<file path="config.mk">
export PLATFORM = sky130hd
export DESIGN_NAME = rgb_to_hsv_palette16_quantizer
export DESIGN_NICKNAME = d
export VERILOG_FILES = /design/src/hw/rtl/rhq_pkg.sv /design/src/hw/rtl/rgb_to_hsv_palette16_quantizer.sv /design/src/hw/rtl/rhq_div.sv
export SDC_FILE = /design/constraint.sdc
export NUM_CORES = 1
export LEC_CHECK = 0
export BUFFER_PORTS_ARGS = -buffer_cell sky130_fd_sc_hd__buf_2
export CAP_MARGIN = 20
export CORE_MARGIN = 2
export CORE_UTILIZATION = 40
export DETAILED_ROUTE_END_ITERATION = 12
export GPL_TIMING_DRIVEN = 0
export PLACE_DENSITY_LB_ADDON = 0.05
export SYNTH_ARGS = -nofsm -noshare
export SYNTH_HDL_FRONTEND = slang
export SYNTH_SLANG_ARGS = --single-unit
</file>
<file path="constraint.sdc">
create_clock -name i_clk -period 6.4 [get_ports i_clk]
set_input_delay 0.32 -clock i_clk [delete_from_list [all_inputs] [get_ports i_clk]]
set_output_delay 0.32 -clock i_clk [all_outputs]
set_load 0.02 [all_outputs]
</file>
<file path="src/hw/rtl/rhq_pkg.sv">
// Shared types and constants for the RGB to HSV palette quantizer.
// Holds register indexes, palette codes, hue sector offsets and divider sizing.
// No dependencies.
package rhq_pkg;

    // Configuration register indexes
    typedef enum logic [2:0] {
        CfgHueFirst = 3'd0,
        CfgHueStep  = 3'd1,
        CfgGraySat  = 3'd2,
        CfgDarkVal  = 3'd3,
        CfgBright   = 3'd4
    } t_cfg_idx;

    localparam int CfgIdxW = 3;
    localparam int CfgDataW = 8;

    // Register reset values
    localparam logic [7:0] HueFirstRst = 8'd21;
    localparam logic [7:0] HueStepRst  = 8'd41;
    localparam logic [7:0] GraySatRst  = 8'd40;
    localparam logic [7:0] DarkValRst  = 8'd40;
    localparam logic [7:0] BrightRst   = 8'd200;

    // Palette color codes (bits 2..0), bright flag is bit 3
    localparam logic [2:0] PalBlack   = 3'd0;
    localparam logic [2:0] PalRed     = 3'd1;
    localparam logic [2:0] PalGreen   = 3'd2;
    localparam logic [2:0] PalYellow  = 3'd3;
    localparam logic [2:0] PalBlue    = 3'd4;
    localparam logic [2:0] PalMagenta = 3'd5;
    localparam logic [2:0] PalCyan    = 3'd6;
    localparam logic [2:0] PalWhite   = 3'd7;

    // Gray level value bands
    localparam logic [7:0] GrayBand1 = 8'd65;
    localparam logic [7:0] GrayBand2 = 8'd130;
    localparam logic [7:0] GrayBand3 = 8'd200;

    // Hue sector offsets and scale factors
    localparam logic [7:0] HueOffRed   = 8'd0;
    localparam logic [7:0] HueOffGreen = 8'd85;
    localparam logic [7:0] HueOffBlue  = 8'd171;
    localparam logic [7:0] HueScale    = 8'd43;

    // Hue bins: six limits, the seventh bin catches the rest
    localparam int NumBins = 6;
    localparam int BinW = 3;
    localparam int LimW = 11;

    // Divider sizing: 16-bit dividend, 8-bit divisor and quotient
    localparam int DivNumW = 16;
    localparam int DivDenW = 8;
    localparam int DivQuoW = 8;
    localparam int DivStepBits = 2;
    localparam int DivStages = DivQuoW / DivStepBits;

    // Input capture, min/max, products, divider, hue/flags, output
    localparam int PipeLatency = DivStages + 5;

    typedef enum logic [1:0] {
        SecRed   = 2'd0,
        SecGreen = 2'd1,
        SecBlue  = 2'd2
    } t_sector;

    // Per-item fields that ride alongside the dividers
    typedef struct packed {
        logic       zero_span;
        logic       neg;
        t_sector    sector;
        logic [7:0] val;
    } t_side;

    // Map a hue bin to its palette color
    function automatic logic [2:0] bin_color(input logic [BinW-1:0] bin);
        logic [2:0] c;
        case (bin)
            3'd0:    c = PalRed;
            3'd1:    c = PalYellow;
            3'd2:    c = PalGreen;
            3'd3:    c = PalCyan;
            3'd4:    c = PalBlue;
            3'd5:    c = PalMagenta;
            default: c = PalRed;
        endcase
        return c;
    endfunction

endpackage

</file>
<file path="src/hw/rtl/rgb_to_hsv_palette16_quantizer.sv">
// RGB to HSV converter with 16-color console palette quantizer, top level.
// Depends on rhq_pkg and rhq_div.
//
// Usage:
//   Input: drive i_red_in, i_green_in, i_blue_in with start high; the pixel is
//   transferred at a rising edge where start is high and busy is low. busy is
//   high only during reset and in the first cycle after it, so one pixel can be taken every
//   clock after that.
//   Output: o_valid marks one result for exactly one cycle, with o_hue_out,
//   o_sat_out, o_val_out and o_color_code. The receiver cannot stall.
//   Pipeline: after the transfer edge the pixel passes the capture, min/max,
//   products, four divider stages, hue and compares, and palette code
//   registers before o_valid. Throughput: one pixel per clock, set by the fully
//   pipelined dividers, which resolve two quotient bits per stage.
//   Configuration: i_cfg_we writes i_cfg_data to register i_cfg_idx
//   (0 hue_first_limit, 1 hue_step, 2 gray_sat_limit, 3 dark_value_limit,
//   4 bright_limit); other indexes are dropped. Write only while idle.
//   Reset: synchronous, active low; clears in-flight valid bits and loads
//   the register defaults.
module rgb_to_hsv_palette16_quantizer
    import rhq_pkg::*;
(
    input  logic                i_clk,
    input  logic                i_rst_n,
    input  logic                start,
    output logic                busy,
    input  logic [7:0]          i_red_in,
    input  logic [7:0]          i_green_in,
    input  logic [7:0]          i_blue_in,
    input  logic                i_cfg_we,
    input  logic [CfgIdxW-1:0]  i_cfg_idx,
    input  logic [CfgDataW-1:0] i_cfg_data,
    output logic                o_valid,
    output logic [7:0]          o_hue_out,
    output logic [7:0]          o_sat_out,
    output logic [7:0]          o_val_out,
    output logic [3:0]          o_color_code
);

    // Configuration registers and derived bin limits
    logic [7:0]      r_hue_first, r_hue_step, r_gray_sat, r_dark_val, r_bright;
    logic [LimW-1:0] r_lim [NumBins];
    logic            r_run;

    always_ff @(posedge i_clk) begin
        if (!i_rst_n) begin
            r_hue_first <= HueFirstRst;
            r_hue_step  <= HueStepRst;
            r_gray_sat  <= GraySatRst;
            r_dark_val  <= DarkValRst;
            r_bright    <= BrightRst;
            r_run       <= 1'b0;
        end else begin
            r_run <= 1'b1;
            if (i_cfg_we) begin
                case (t_cfg_idx'(i_cfg_idx))
                    CfgHueFirst: r_hue_first <= i_cfg_data;
                    CfgHueStep:  r_hue_step  <= i_cfg_data;
                    CfgGraySat:  r_gray_sat  <= i_cfg_data;
                    CfgDarkVal:  r_dark_val  <= i_cfg_data;
                    CfgBright:   r_bright    <= i_cfg_data;
                    default: ;
                endcase
            end
        end
    end

    // Bin limits, computed without wrap
    always_ff @(posedge i_clk) begin
        for (int i = 0; i < NumBins; i++) begin
            r_lim[i] <= LimW'(r_hue_first) + LimW'(r_hue_step) * LimW'(i);
        end
    end

    assign busy = !r_run;

    // Stage A: capture the pixel
    logic       r_a_valid;
    logic [7:0] r_a_r, r_a_g, r_a_b;

    always_ff @(posedge i_clk) begin
        if (!i_rst_n) begin
            r_a_valid <= 1'b0;
        end else begin
            r_a_valid <= start && !busy;
        end
    end

    always_ff @(posedge i_clk) begin
        r_a_r <= i_red_in;
        r_a_g <= i_green_in;
        r_a_b <= i_blue_in;
    end

    // Stage B: max, min, span, sector and hue difference
    logic       n_b_neg;
    logic [7:0] n_b_max, n_b_min, n_b_abs, w_dx, w_dy;
    t_sector    n_b_sec;

    always_comb begin
        n_b_max = (r_a_r > r_a_g) ? r_a_r : r_a_g;
        n_b_max = (n_b_max > r_a_b) ? n_b_max : r_a_b;
        n_b_min = (r_a_r < r_a_g) ? r_a_r : r_a_g;
        n_b_min = (n_b_min < r_a_b) ? n_b_min : r_a_b;
        if (n_b_max == r_a_r) begin
            n_b_sec = SecRed;
            w_dx    = r_a_g;
            w_dy    = r_a_b;
        end else if (n_b_max == r_a_g) begin
            n_b_sec = SecGreen;
            w_dx    = r_a_b;
            w_dy    = r_a_r;
        end else begin
            n_b_sec = SecBlue;
            w_dx    = r_a_r;
            w_dy    = r_a_g;
        end
        n_b_neg = w_dx < w_dy;
        n_b_abs = n_b_neg ? (w_dy - w_dx) : (w_dx - w_dy);
    end

    logic       r_b_valid, r_b_neg;
    logic [7:0] r_b_max, r_b_span, r_b_abs;
    t_sector    r_b_sec;

    always_ff @(posedge i_clk) begin
        if (!i_rst_n) begin
            r_b_valid <= 1'b0;
        end else begin
            r_b_valid <= r_a_valid;
        end
    end

    always_ff @(posedge i_clk) begin
        r_b_max  <= n_b_max;
        r_b_span <= n_b_max - n_b_min;
        r_b_abs  <= n_b_abs;
        r_b_neg  <= n_b_neg;
        r_b_sec  <= n_b_sec;
    end

    // Stage C: scaled dividends for saturation and hue
    logic                r_c_valid;
    logic [DivNumW-1:0]  r_c_num_s, r_c_num_h;
    logic [DivDenW-1:0]  r_c_span;
    t_side               r_c_side;

    always_ff @(posedge i_clk) begin
        if (!i_rst_n) begin
            r_c_valid <= 1'b0;
        end else begin
            r_c_valid <= r_b_valid;
        end
    end

    always_ff @(posedge i_clk) begin
        r_c_num_s          <= {r_b_span, 8'd0} - DivNumW'(r_b_span);
        r_c_num_h          <= DivNumW'(r_b_abs) * DivNumW'(HueScale);
        r_c_span           <= r_b_span;
        r_c_side.zero_span <= (r_b_span == 8'd0);
        r_c_side.neg       <= r_b_neg;
        r_c_side.sector    <= r_b_sec;
        r_c_side.val       <= r_b_max;
    end

    // Dividers: saturation = 255*span/max, hue term = 43*|diff|/span
    logic [DivQuoW-1:0] w_quo_s, w_quo_h;

    rhq_div #(
        .NUM_W     (DivNumW),
        .DEN_W     (DivDenW),
        .QUO_W     (DivQuoW),
        .STEP_BITS (DivStepBits)
    ) u_div_sat (
        .i_clk (i_clk),
        .i_num (r_c_num_s),
        .i_den (r_c_side.val),
        .o_quo (w_quo_s)
    );

    rhq_div #(
        .NUM_W     (DivNumW),
        .DEN_W     (DivDenW),
        .QUO_W     (DivQuoW),
        .STEP_BITS (DivStepBits)
    ) u_div_hue (
        .i_clk (i_clk),
        .i_num (r_c_num_h),
        .i_den (r_c_span),
        .o_quo (w_quo_h)
    );

    // Carry valid and side fields alongside the divider stages
    logic  r_d_valid [DivStages];
    t_side r_d_side  [DivStages];

    always_ff @(posedge i_clk) begin
        if (!i_rst_n) begin
            for (int i = 0; i < DivStages; i++) begin
                r_d_valid[i] <= 1'b0;
            end
        end else begin
            r_d_valid[0] <= r_c_valid;
            for (int i = 1; i < DivStages; i++) begin
                r_d_valid[i] <= r_d_valid[i-1];
            end
        end
    end

    always_ff @(posedge i_clk) begin
        r_d_side[0] <= r_c_side;
        for (int i = 1; i < DivStages; i++) begin
            r_d_side[i] <= r_d_side[i-1];
        end
    end

    // Stage E: hue, saturation and palette compares
    t_side              w_e_side;
    logic [7:0]         n_e_hue, n_e_sat, w_off, w_term;
    logic [8:0]         w_sum;
    logic [3:0]         n_e_gray_code;
    logic [NumBins-1:0] n_e_le;

    assign w_e_side = r_d_side[DivStages-1];

    always_comb begin
        case (w_e_side.sector)
            SecRed:   w_off = HueOffRed;
            SecGreen: w_off = HueOffGreen;
            SecBlue:  w_off = HueOffBlue;
            default:  w_off = HueOffRed;
        endcase
        // Quotient truncates toward zero, so negate after dividing
        w_term  = w_e_side.neg ? (~w_quo_h + 8'd1) : w_quo_h;
        n_e_hue = w_e_side.zero_span ? 8'd0 : (w_off + w_term);
        n_e_sat = w_e_side.zero_span ? 8'd0 : w_quo_s;
        w_sum   = 9'(n_e_sat) + 9'(w_e_side.val);
        if (w_e_side.val < GrayBand1) begin
            n_e_gray_code = {1'b0, PalBlack};
        end else if (w_e_side.val < GrayBand2) begin
            n_e_gray_code = {1'b1, PalBlack};
        end else if (w_e_side.val < GrayBand3) begin
            n_e_gray_code = {1'b0, PalWhite};
        end else begin
            n_e_gray_code = {1'b1, PalWhite};
        end
        for (int i = 0; i < NumBins; i++) begin
            n_e_le[i] = LimW'(n_e_hue) <= r_lim[i];
        end
    end

    logic               r_e_valid, r_e_gray, r_e_bright, r_e_dark;
    logic [7:0]         r_e_hue, r_e_sat, r_e_val;
    logic [3:0]         r_e_gray_code;
    logic [NumBins-1:0] r_e_le;

    always_ff @(posedge i_clk) begin
        if (!i_rst_n) begin
            r_e_valid <= 1'b0;
        end else begin
            r_e_valid <= r_d_valid[DivStages-1];
        end
    end

    always_ff @(posedge i_clk) begin
        r_e_hue       <= n_e_hue;
        r_e_sat       <= n_e_sat;
        r_e_val       <= w_e_side.val;
        r_e_gray      <= n_e_sat < r_gray_sat;
        r_e_bright    <= w_sum[8:1] > r_bright;
        r_e_dark      <= w_e_side.val < r_dark_val;
        r_e_gray_code <= n_e_gray_code;
        r_e_le        <= n_e_le;
    end

    // Stage F: pick the first matching bin and form the code
    logic [BinW-1:0] w_bin;
    logic [3:0]      n_code;

    always_comb begin
        w_bin = BinW'(NumBins);
        for (int i = NumBins - 1; i >= 0; i--) begin
            if (r_e_le[i]) begin
                w_bin = BinW'(i);
            end
        end
        if (r_e_gray) begin
            n_code = r_e_gray_code;
        end else begin
            n_code = {r_e_bright, bin_color(w_bin)};
        end
        if (r_e_dark) begin
            n_code = {1'b0, PalBlack};
        end
    end

    logic       r_o_valid;
    logic [7:0] r_o_hue, r_o_sat, r_o_val;
    logic [3:0] r_o_code;

    always_ff @(posedge i_clk) begin
        if (!i_rst_n) begin
            r_o_valid <= 1'b0;
        end else begin
            r_o_valid <= r_e_valid;
        end
    end

    always_ff @(posedge i_clk) begin
        r_o_hue  <= r_e_hue;
        r_o_sat  <= r_e_sat;
        r_o_val  <= r_e_val;
        r_o_code <= n_code;
    end

    assign o_valid      = r_o_valid;
    assign o_hue_out    = r_o_hue;
    assign o_sat_out    = r_o_sat;
    assign o_val_out    = r_o_val;
    assign o_color_code = r_o_code;

    // Every result traces back to a transfer a fixed latency earlier
    a_result_has_source: assert property (@(posedge i_clk) disable iff (!i_rst_n)
        o_valid |-> $past(start && !busy, PipeLatency))
        else $error("result without a matching input transfer");

    // A dark value always forces black
    a_dark_black: assert property (@(posedge i_clk) disable iff (!i_rst_n)
        (o_valid && (o_val_out < r_dark_val)) |-> (o_color_code == {1'b0, PalBlack}))
        else $error("dark pixel not mapped to black");

    // Black pixel has zero hue and saturation
    a_black_zero: assert property (@(posedge i_clk) disable iff (!i_rst_n)
        (o_valid && (o_val_out == 8'd0)) |-> (o_sat_out == 8'd0 && o_hue_out == 8'd0))
        else $error("black pixel with nonzero hue or saturation");

    // Zero saturation means an achromatic pixel with zero hue
    a_gray_hue: assert property (@(posedge i_clk) disable iff (!i_rst_n)
        (o_valid && (o_sat_out == 8'd0)) |-> (o_hue_out == 8'd0))
        else $error("zero saturation with nonzero hue");

endmodule

</file>
<file path="src/hw/rtl/rhq_div.sv">
// Pipelined restoring divider, STEP_BITS quotient bits per register stage.
// Quotient must fit in QUO_W bits; payload only, no valid tracking here.
// No dependencies.
module rhq_div #(
    parameter int NUM_W     = 16,
    parameter int DEN_W     = 8,
    parameter int QUO_W     = 8,
    parameter int STEP_BITS = 2
) (
    input  logic             i_clk,
    input  logic [NUM_W-1:0] i_num,
    input  logic [DEN_W-1:0] i_den,
    output logic [QUO_W-1:0] o_quo
);

    localparam int STAGES = QUO_W / STEP_BITS;
    localparam int EXT_W  = NUM_W + QUO_W;

    logic [NUM_W-1:0] r_rem [STAGES];
    logic [DEN_W-1:0] r_den [STAGES];
    logic [QUO_W-1:0] r_quo [STAGES];

    for (genvar j = 0; j < STAGES; j++) begin : g_stage
        logic [NUM_W-1:0] w_rem_in;
        logic [DEN_W-1:0] w_den_in;
        logic [QUO_W-1:0] w_quo_in;
        logic [NUM_W-1:0] n_rem;
        logic [QUO_W-1:0] n_quo;

        // Select stage input
        if (j == 0) begin : g_first
            assign w_rem_in = i_num;
            assign w_den_in = i_den;
            assign w_quo_in = '0;
        end else begin : g_next
            assign w_rem_in = r_rem[j-1];
            assign w_den_in = r_den[j-1];
            assign w_quo_in = r_quo[j-1];
        end

        // Resolve STEP_BITS quotient bits, most significant first
        always_comb begin
            logic [EXT_W-1:0] trial;
            n_rem = w_rem_in;
            n_quo = w_quo_in;
            for (int b = 0; b < STEP_BITS; b++) begin
                trial = EXT_W'(w_den_in) << (QUO_W - 1 - j * STEP_BITS - b);
                if (EXT_W'(n_rem) >= trial) begin
                    n_rem = n_rem - NUM_W'(trial);
                    n_quo[QUO_W - 1 - j * STEP_BITS - b] = 1'b1;
                end
            end
        end

        // Advance one stage
        always_ff @(posedge i_clk) begin
            r_rem[j] <= n_rem;
            r_den[j] <= w_den_in;
            r_quo[j] <= n_quo;
        end
    end

    assign o_quo = r_quo[STAGES-1];

endmodule

</file>
==> results.json, run 1 <==
{
  "timing.critical_path.slowest_stage_cell": "dfxtp_4",
  "synth.top_cells.by_area": "dfxtp_1, ha_1, inv_1",
  "cts_made_buffers": 53,
  "cts.path.max_buffers": 3,
  "grt_first_pass_wirelength_mm": 99.5,
  "synth_seq_area_share": 0.368,
  "timing.rr.start": "r_a_g[7]",
  "synth_top_family_by_area": "adder cells",
  "netlist_instances": 2795,
  "post_synth_instance_area_sq_mm": 0.0256,
  "fp.dieW_um": 257,
  "first_global_vias": 19596,
  "proportion_of_layout_cells_with_a_drive_suffix_above_1": 0.122,
  "rsz0062_at_grt": "true",
  "diodes": 0,
  "synth_xor_xnor_area_share": 0.0513,
  "asyncSetResetFlopFracSynth": 0,
  "drt_iter0_drc": 757,
  "worstSkewPairLatency_ps": 600,
  "vias_per_cell": 5.01,
  "timing.reg2reg.setup_slack_ps": -380,
  "timing.hold.worst.start": "i_cfg_data[7]",
  "netlist.area_leader.share": 0.368,
  "cts_tree": "done",
  "num-fill-cells": 5953,
  "crit_path_max_fanout": 7,
  "maxCapViolations": 0,
  "synth_compound_area_frac": 0.155,
  "tightest_slew_ps": 1010,
  "buffer_ports.inserted": 68,
  "design.portCount": 69,
  "hold_class": "primary input to register",
  "worst_path_largest_cell_delay_ps": 360,
  "drc_errors": 0,
  "numClockSinks": 471,
  "synthDominantAreaCellType": "dfxtp_1",
  "die_area_sq_mm": 0.0662,
  "overall_via_count_from_detail_route": 19484,
  "post_drt_wl_per_cell_um": 15.7,
  "run_status": "complete, but fails checks",
  "crit_required_ps": 6850,
  "failed_checks": "negative setup slack",
  "overflow": 0,
  "yosys_most_used_dff": "dfxtp_1",
  "finalWirelength_mm": 61.0,
  "criticalPathCategory": "register to register",
  "first_pass_iters": 6,
  "synth_area_per_cell_sq_um": 9.18,
  "r2r.worst_path.cells": 33,
  "crit_end_category": "register",
  "finalSetupViolCount": 4,
  "finClkSkew_ps": 27.3,
  "clk_pin_slew_worst_paths_ps": 60,
  "dp_hpwl_mm": 47.7,
  "seq_area_sq_mm": 0.00946,
  "synthTopCellsByCount": "dfxtp_1, inv_1, ha_1, nand2_1, a21oi_1",
  "fp.coreArea_sq_mm": 0.0632,
  "hold_end": "r_hue_step[7]",
  "dieHeight_um": 257,
  "worst_setup_slack_after_layout_ps": -378,
  "grt_start_max_net_pins": 15,
  "synth-warning-count": 0,
  "multi_input_area_sq_mm": 0.0152,
  "mappedNetlistNets": 3214,
  "post-route-min-period_ps": 6780,
  "area_growth_pct": 18.2,
  "synthMostInstantiatedCell": "dfxtp_1",
  "number_of_antenna_violations_at_the_first_check_in_global_routing": 0,
  "initial_core_utilization": 0.406,
  "row_count": 92,
  "grt_use_total": 0.183,
  "fmax_mhz": 148,
  "critPathLaunchType": "register",
  "gp_congestion": 0.867,
  "placed_cell_area_sq_mm": 0.0271,
  "crit_arrival_ps": 7230,
  "worstHoldPathCells": 3,
  "crit-reg2reg-capture": "r_b_abs[7]",
  "synth_mux_area_frac": 0.0320,
  "synth-edff-count": 0,
  "synth_fa_ha_area_frac": 0.199,
  "yosys_register_bits": 471,
  "root_buffer": "clkbuf_16",
  "number_of_library_cell_types_mapped_by_synthesis": 87,
  "final-max-slew-violation-count": 0,
  "worst_slew_margin_rel": 0.326,
  "num-nets-final": 3418,
  "final.period_utilization": 1.06,
  "fin_area_sq_mm": 0.0303,
  "final_antenna_net_count": 0,
  "htree_levels": 2,
  "report.final.hold_viol_count": 0,
  "synth_simple_gate_area_frac": 0.136,
  "sum_of_negative_setup_slack_ps": -1190
}
[timing repair]
| action | CTS | global route |
|---|---|---|
| pin swaps | 34 | 42 |
| hold buffers | 26 | 0 |
| gates cloned | 2 | 0 |
| endpoints found under the hold margin | 26 | 0 |
| gates resized for setup | 97 | 54 |
| setup endpoints to repair | 8 | 18 |
| setup buffers | 31 | 21 |
[how the worst max path moves through the flow]
stage	end	cells after the start	slack [ps]	start
2_1_floorplan	r_b_abs[7]	32	10	r_a_g[6]
3_3_place_gp	r_b_abs[7]	31	-2160	r_a_g[5]
3_5_place_dp	r_b_abs[7]	31	-2160	r_a_g[7]
4_1_cts	r_b_abs[7]	36	-180	r_a_g[1]
5_1_grt	r_b_abs[7]	35	-570	r_a_g[6]
6_report	r_b_abs[7]	33	-380	r_a_g[7]
[placed cells by master (no fill, tap or decap), types with 72 or more instances in the layout]
master	instances
o21ai_0	125
a21o_1	72
dfxtp_1	461
nor2_1	153
xnor2_1	105
nor2b_1	74
inv_1	346
nand2_1	197
ha_1	326
a21oi_1	171
[cells by family after synthesis]
logic type / after synthesis
and+or+nand+nor: 693
AOI/OAI and AO/OA: 625
DFF: 471
buffers and inverters: 401
adders and majority gates: 380
xor gates and xnor gates: 148
muxes: 77
[through the flow]
step           utilization  setup slack [ps]  cells  hold WS (ps)
3_3_place_gp         0.428             -2160   3709           310
6_report             0.480              -378   3890          48.2
2_1_floorplan            -              12.4   2795           310
3_5_place_dp         0.429             -2160   3711           312
5_1_grt              0.480              -575   3890          38.1
4_1_cts              0.474              -185   3870          8.15
[layer usage]
layer,up-vias,track usage,routed length [um]
met5,-,0,0
met3,108,0.0223,2080
met1,9057,0.227,27600
li1,9997,-,-
met2,322,0.330,29600
met4,0,0.0573,1700
[worst max-delay path: cells and delay by family (launching register included)]
family / cells / cell delay, ps
AND/OR/NAND/NOR: 5 / 970
buffers and inverters: 6 / 880
flip-flops: 1 / 360
multiplexers: 1 / 310
AO/OA/AOI/OAI: 17 / 3100
XOR/XNOR: 1 / 180
adder cells (fa/ha/maj): 3 / 800
[final cells by class]
| cell class | count | share of cell area |
|---|---|---|
| plain buffers | 43 | 0.00875 |
| clock inverters | 36 | 0.0149 |
| clock buffers | 64 | 0.0481 |
| well taps | 846 | 0.0349 |
| inverters | 357 | 0.0446 |
| flip-flops and latches | 471 | 0.312 |
| multi-input cells | 1924 | 0.501 |
| repair buffers | 149 | 0.0354 |
[state kept, by name (all words and copies together) (netlist names), 12 cells and up]
register and flops:
r_c_num_h 14, r_c_side 12, r_lim 53, u_div_hue.r_quo 20, u_div_sat.r_quo 20, u_div_sat.r_rem 48
r_d_side 48, u_div_hue.r_rem 48, u_div_hue.r_den 21, r_c_num_s 15
Power of run 1 is not shown: default switching activity piles up to over one toggle a cycle in this logic, so the estimate is an artifact.
==> run 2, diff against run 1 <==
- clock period: 6.4 -> 7.4 ns (I/O delays scaled with it)
==> run 2 against run 1 <==
Effect of this change:
- the flow now finishes without violations
- via count fell by 1.4%
- global-route usage rose by 0.12 points
- design area fell by 2.9%
- first-iteration DRC count rose by 2.4%
- sequential cell count did not move
- register-to-register slack improved by 700 ps
- routed wire length fell by 0.30%
- die area did not move
- fmax fell by 4.2%
- count of clock-buffer cells in the layout rose by 6
- critical path depth did not move
- critical path type unchanged
- largest cell class unchanged
==> results.json, run 2 (synthesis gave the netlist of run 1 again) <==
{
  "design.portCount": 69,
  "timing.hold.worst.start": "i_cfg_data[7]",
  "hold_end": "r_dark_val[7]",
  "worstSkewPairLatency_ps": 620,
  "number_of_antenna_violations_at_the_first_check_in_global_routing": 0,
  "post-route-min-period_ps": 7080,
  "sum_of_negative_setup_slack_ps": 0,
  "layout_commonest_cell": "dfxtp_1",
  "die_area_sq_mm": 0.0662,
  "post_drt_wl_per_cell_um": 15.8,
  "crit_required_ps": 7870,
  "grt_first_pass_wirelength_mm": 99.7,
  "critPathLaunchType": "register",
  "initial_core_utilization": 0.406,
  "first_global_vias": 19577,
  "htree_levels": 2,
  "timing.critical_path.slowest_stage_cell": "o41ai_2",
  "area_growth_pct": 14.8,
  "maxCapViolations": 0,
  "gp_congestion": 0.914,
  "crit_end_category": "register",
  "num-nets-final": 3374,
  "final-max-slew-violation-count": 0,
  "fp.coreArea_sq_mm": 0.0632,
  "clk_pin_slew_worst_paths_ps": 60,
  "proportion_of_layout_cells_with_a_drive_suffix_above_1": 0.0905,
  "timing.reg2reg.setup_slack_ps": 320,
  "cts.path.max_buffers": 3,
  "crit_path_max_fanout": 10,
  "run_status": "finished, final reports clean",
  "worst_path_most_repeated_cell": "a21o_1",
  "largest-register": "r_lim",
  "r2r.worst_path.cells": 33,
  "tightest_slew_ps": 1040,
  "cts_tree": "done",
  "finClkSkew_ps": 30.0,
  "overall_via_count_from_detail_route": 19214,
  "worst_path_largest_cell_delay_ps": 410,
  "largest_register_ff_count": 53,
  "buffer_ports.inserted": 68,
  "dieHeight_um": 257,
  "worst_slew_margin_rel": 0.306,
  "dp_hpwl_mm": 48.4,
  "final.period_utilization": 0.956,
  "report.final.hold_viol_count": 0,
  "grt_start_max_net_pins": 15,
  "grt_use_total": 0.184,
  "finalWirelength_mm": 60.8,
  "drc_errors": 0,
  "fp.dieW_um": 257,
  "setup.worst_path.start": "r_a_g[1]",
  "first_pass_iters": 5,
  "row_count": 92,
  "final_cell_mix": "dfxtp_1, inv_1, ha_1",
  "hold-worst-slack_ps": 87.2,
  "finalSetupViolCount": 0,
  "rsz0062_at_grt": "false",
  "final_antenna_net_count": 0,
  "root_buffer": "clkbuf_16",
  "criticalPathCategory": "register to register",
  "fmax_mhz": 141,
  "crit_arrival_ps": 7550,
  "worstHoldPathCells": 3,
  "hold_class": "primary input to register",
  "cts_made_buffers": 53,
  "crit-reg2reg-capture": "r_b_abs[5]",
  "numClockSinks": 471,
  "timing.rr.start": "r_a_g[1]",
  "overflow": 0,
  "drt_iter0_drc": 775,
  "vias_per_cell": 5.00
}
run 2: cell count changes in the layout (fill, tap and decap cells not counted), sizes merged:
cell / before / now
clkbuf: 93 / 99
clkinvlp: 8 / 4
diode: 0 / 1
o21ai: 156 / 155
bufinv: 8 / 5
clkinv: 19 / 15
inv: 358 / 359
buf: 137 / 94
run 2: area by class of cell:
| cell class | count | area [sq um] |
|---|---|---|
| Fill cell | 5995 | 33700 |
| Multi-Input combinational cell | 1923 | 14800 |
| Sequential cell | 471 | 9440 |
| Clock buffer | 70 | 1520 |
| Inverter | 357 | 1340 |
| Tap cell | 846 | 1060 |
| Timing Repair Buffer | 106 | 703 |
| Clock inverter | 26 | 310 |
| Buffer | 43 | 234 |
| Antenna cell | 1 | 2.50 |
run 2: what timing repair did:
item,CTS,global route
pin swaps,7,5
setup buffers,8,2
hold buffers,26,0
setup endpoints to repair,8,5
gates resized for setup,35,32
hold endpoints to repair,26,0
run 2: critical path, delay by kind of cell, from the launching register on:
kind                     cells  cell delay, ps
AO/OA/AOI/OAI               18            3620
flip-flops                   1             380
XOR/XNOR                     1             150
adder cells (fa/ha/maj)      3             950
buffers and inverters        6            1010
AND/OR/NAND/NOR              5             830
run 2: layer usage:
layer | global-route usage | share of wire | up-vias
li1 | - | - | 9905
met1 | 0.227 | 0.45 | 8909
met2 | 0.327 | 0.48 | 289
met3 | 0.0236 | 0.031 | 111
met4 | 0.0704 | 0.034 | 0
met5 | 0 | 0 | -
run 2: worst max path at each step:
| stage | to | slack (ps) | depth (start not counted) |
|---|---|---|---|
| after detailed placement | r_b_abs[7] | -1510 | 34 |
| after global routing | r_b_abs[5] | 4 | 33 |
| after floorplan | r_b_abs[7] | 720 | 31 |
| after CTS | r_b_abs[7] | 4 | 34 |
| final | r_b_abs[5] | 320 | 33 |
| after global placement | r_b_abs[7] | -1540 | 34 |
run 2: through the flow:
step                      utilization  cell area [sq um]  setup slack [ps]  instances
after floorplan                     -              25600               717       2795
after global placement          0.428              27000             -1540       3709
after detailed placement        0.428              27100             -1510       3711
after CTS                       0.464              29300              4.48       3840
after global routing            0.466              29400              3.63       3842
final                           0.466              29400               324       3843
Power of run 2 is left out for the same reason.
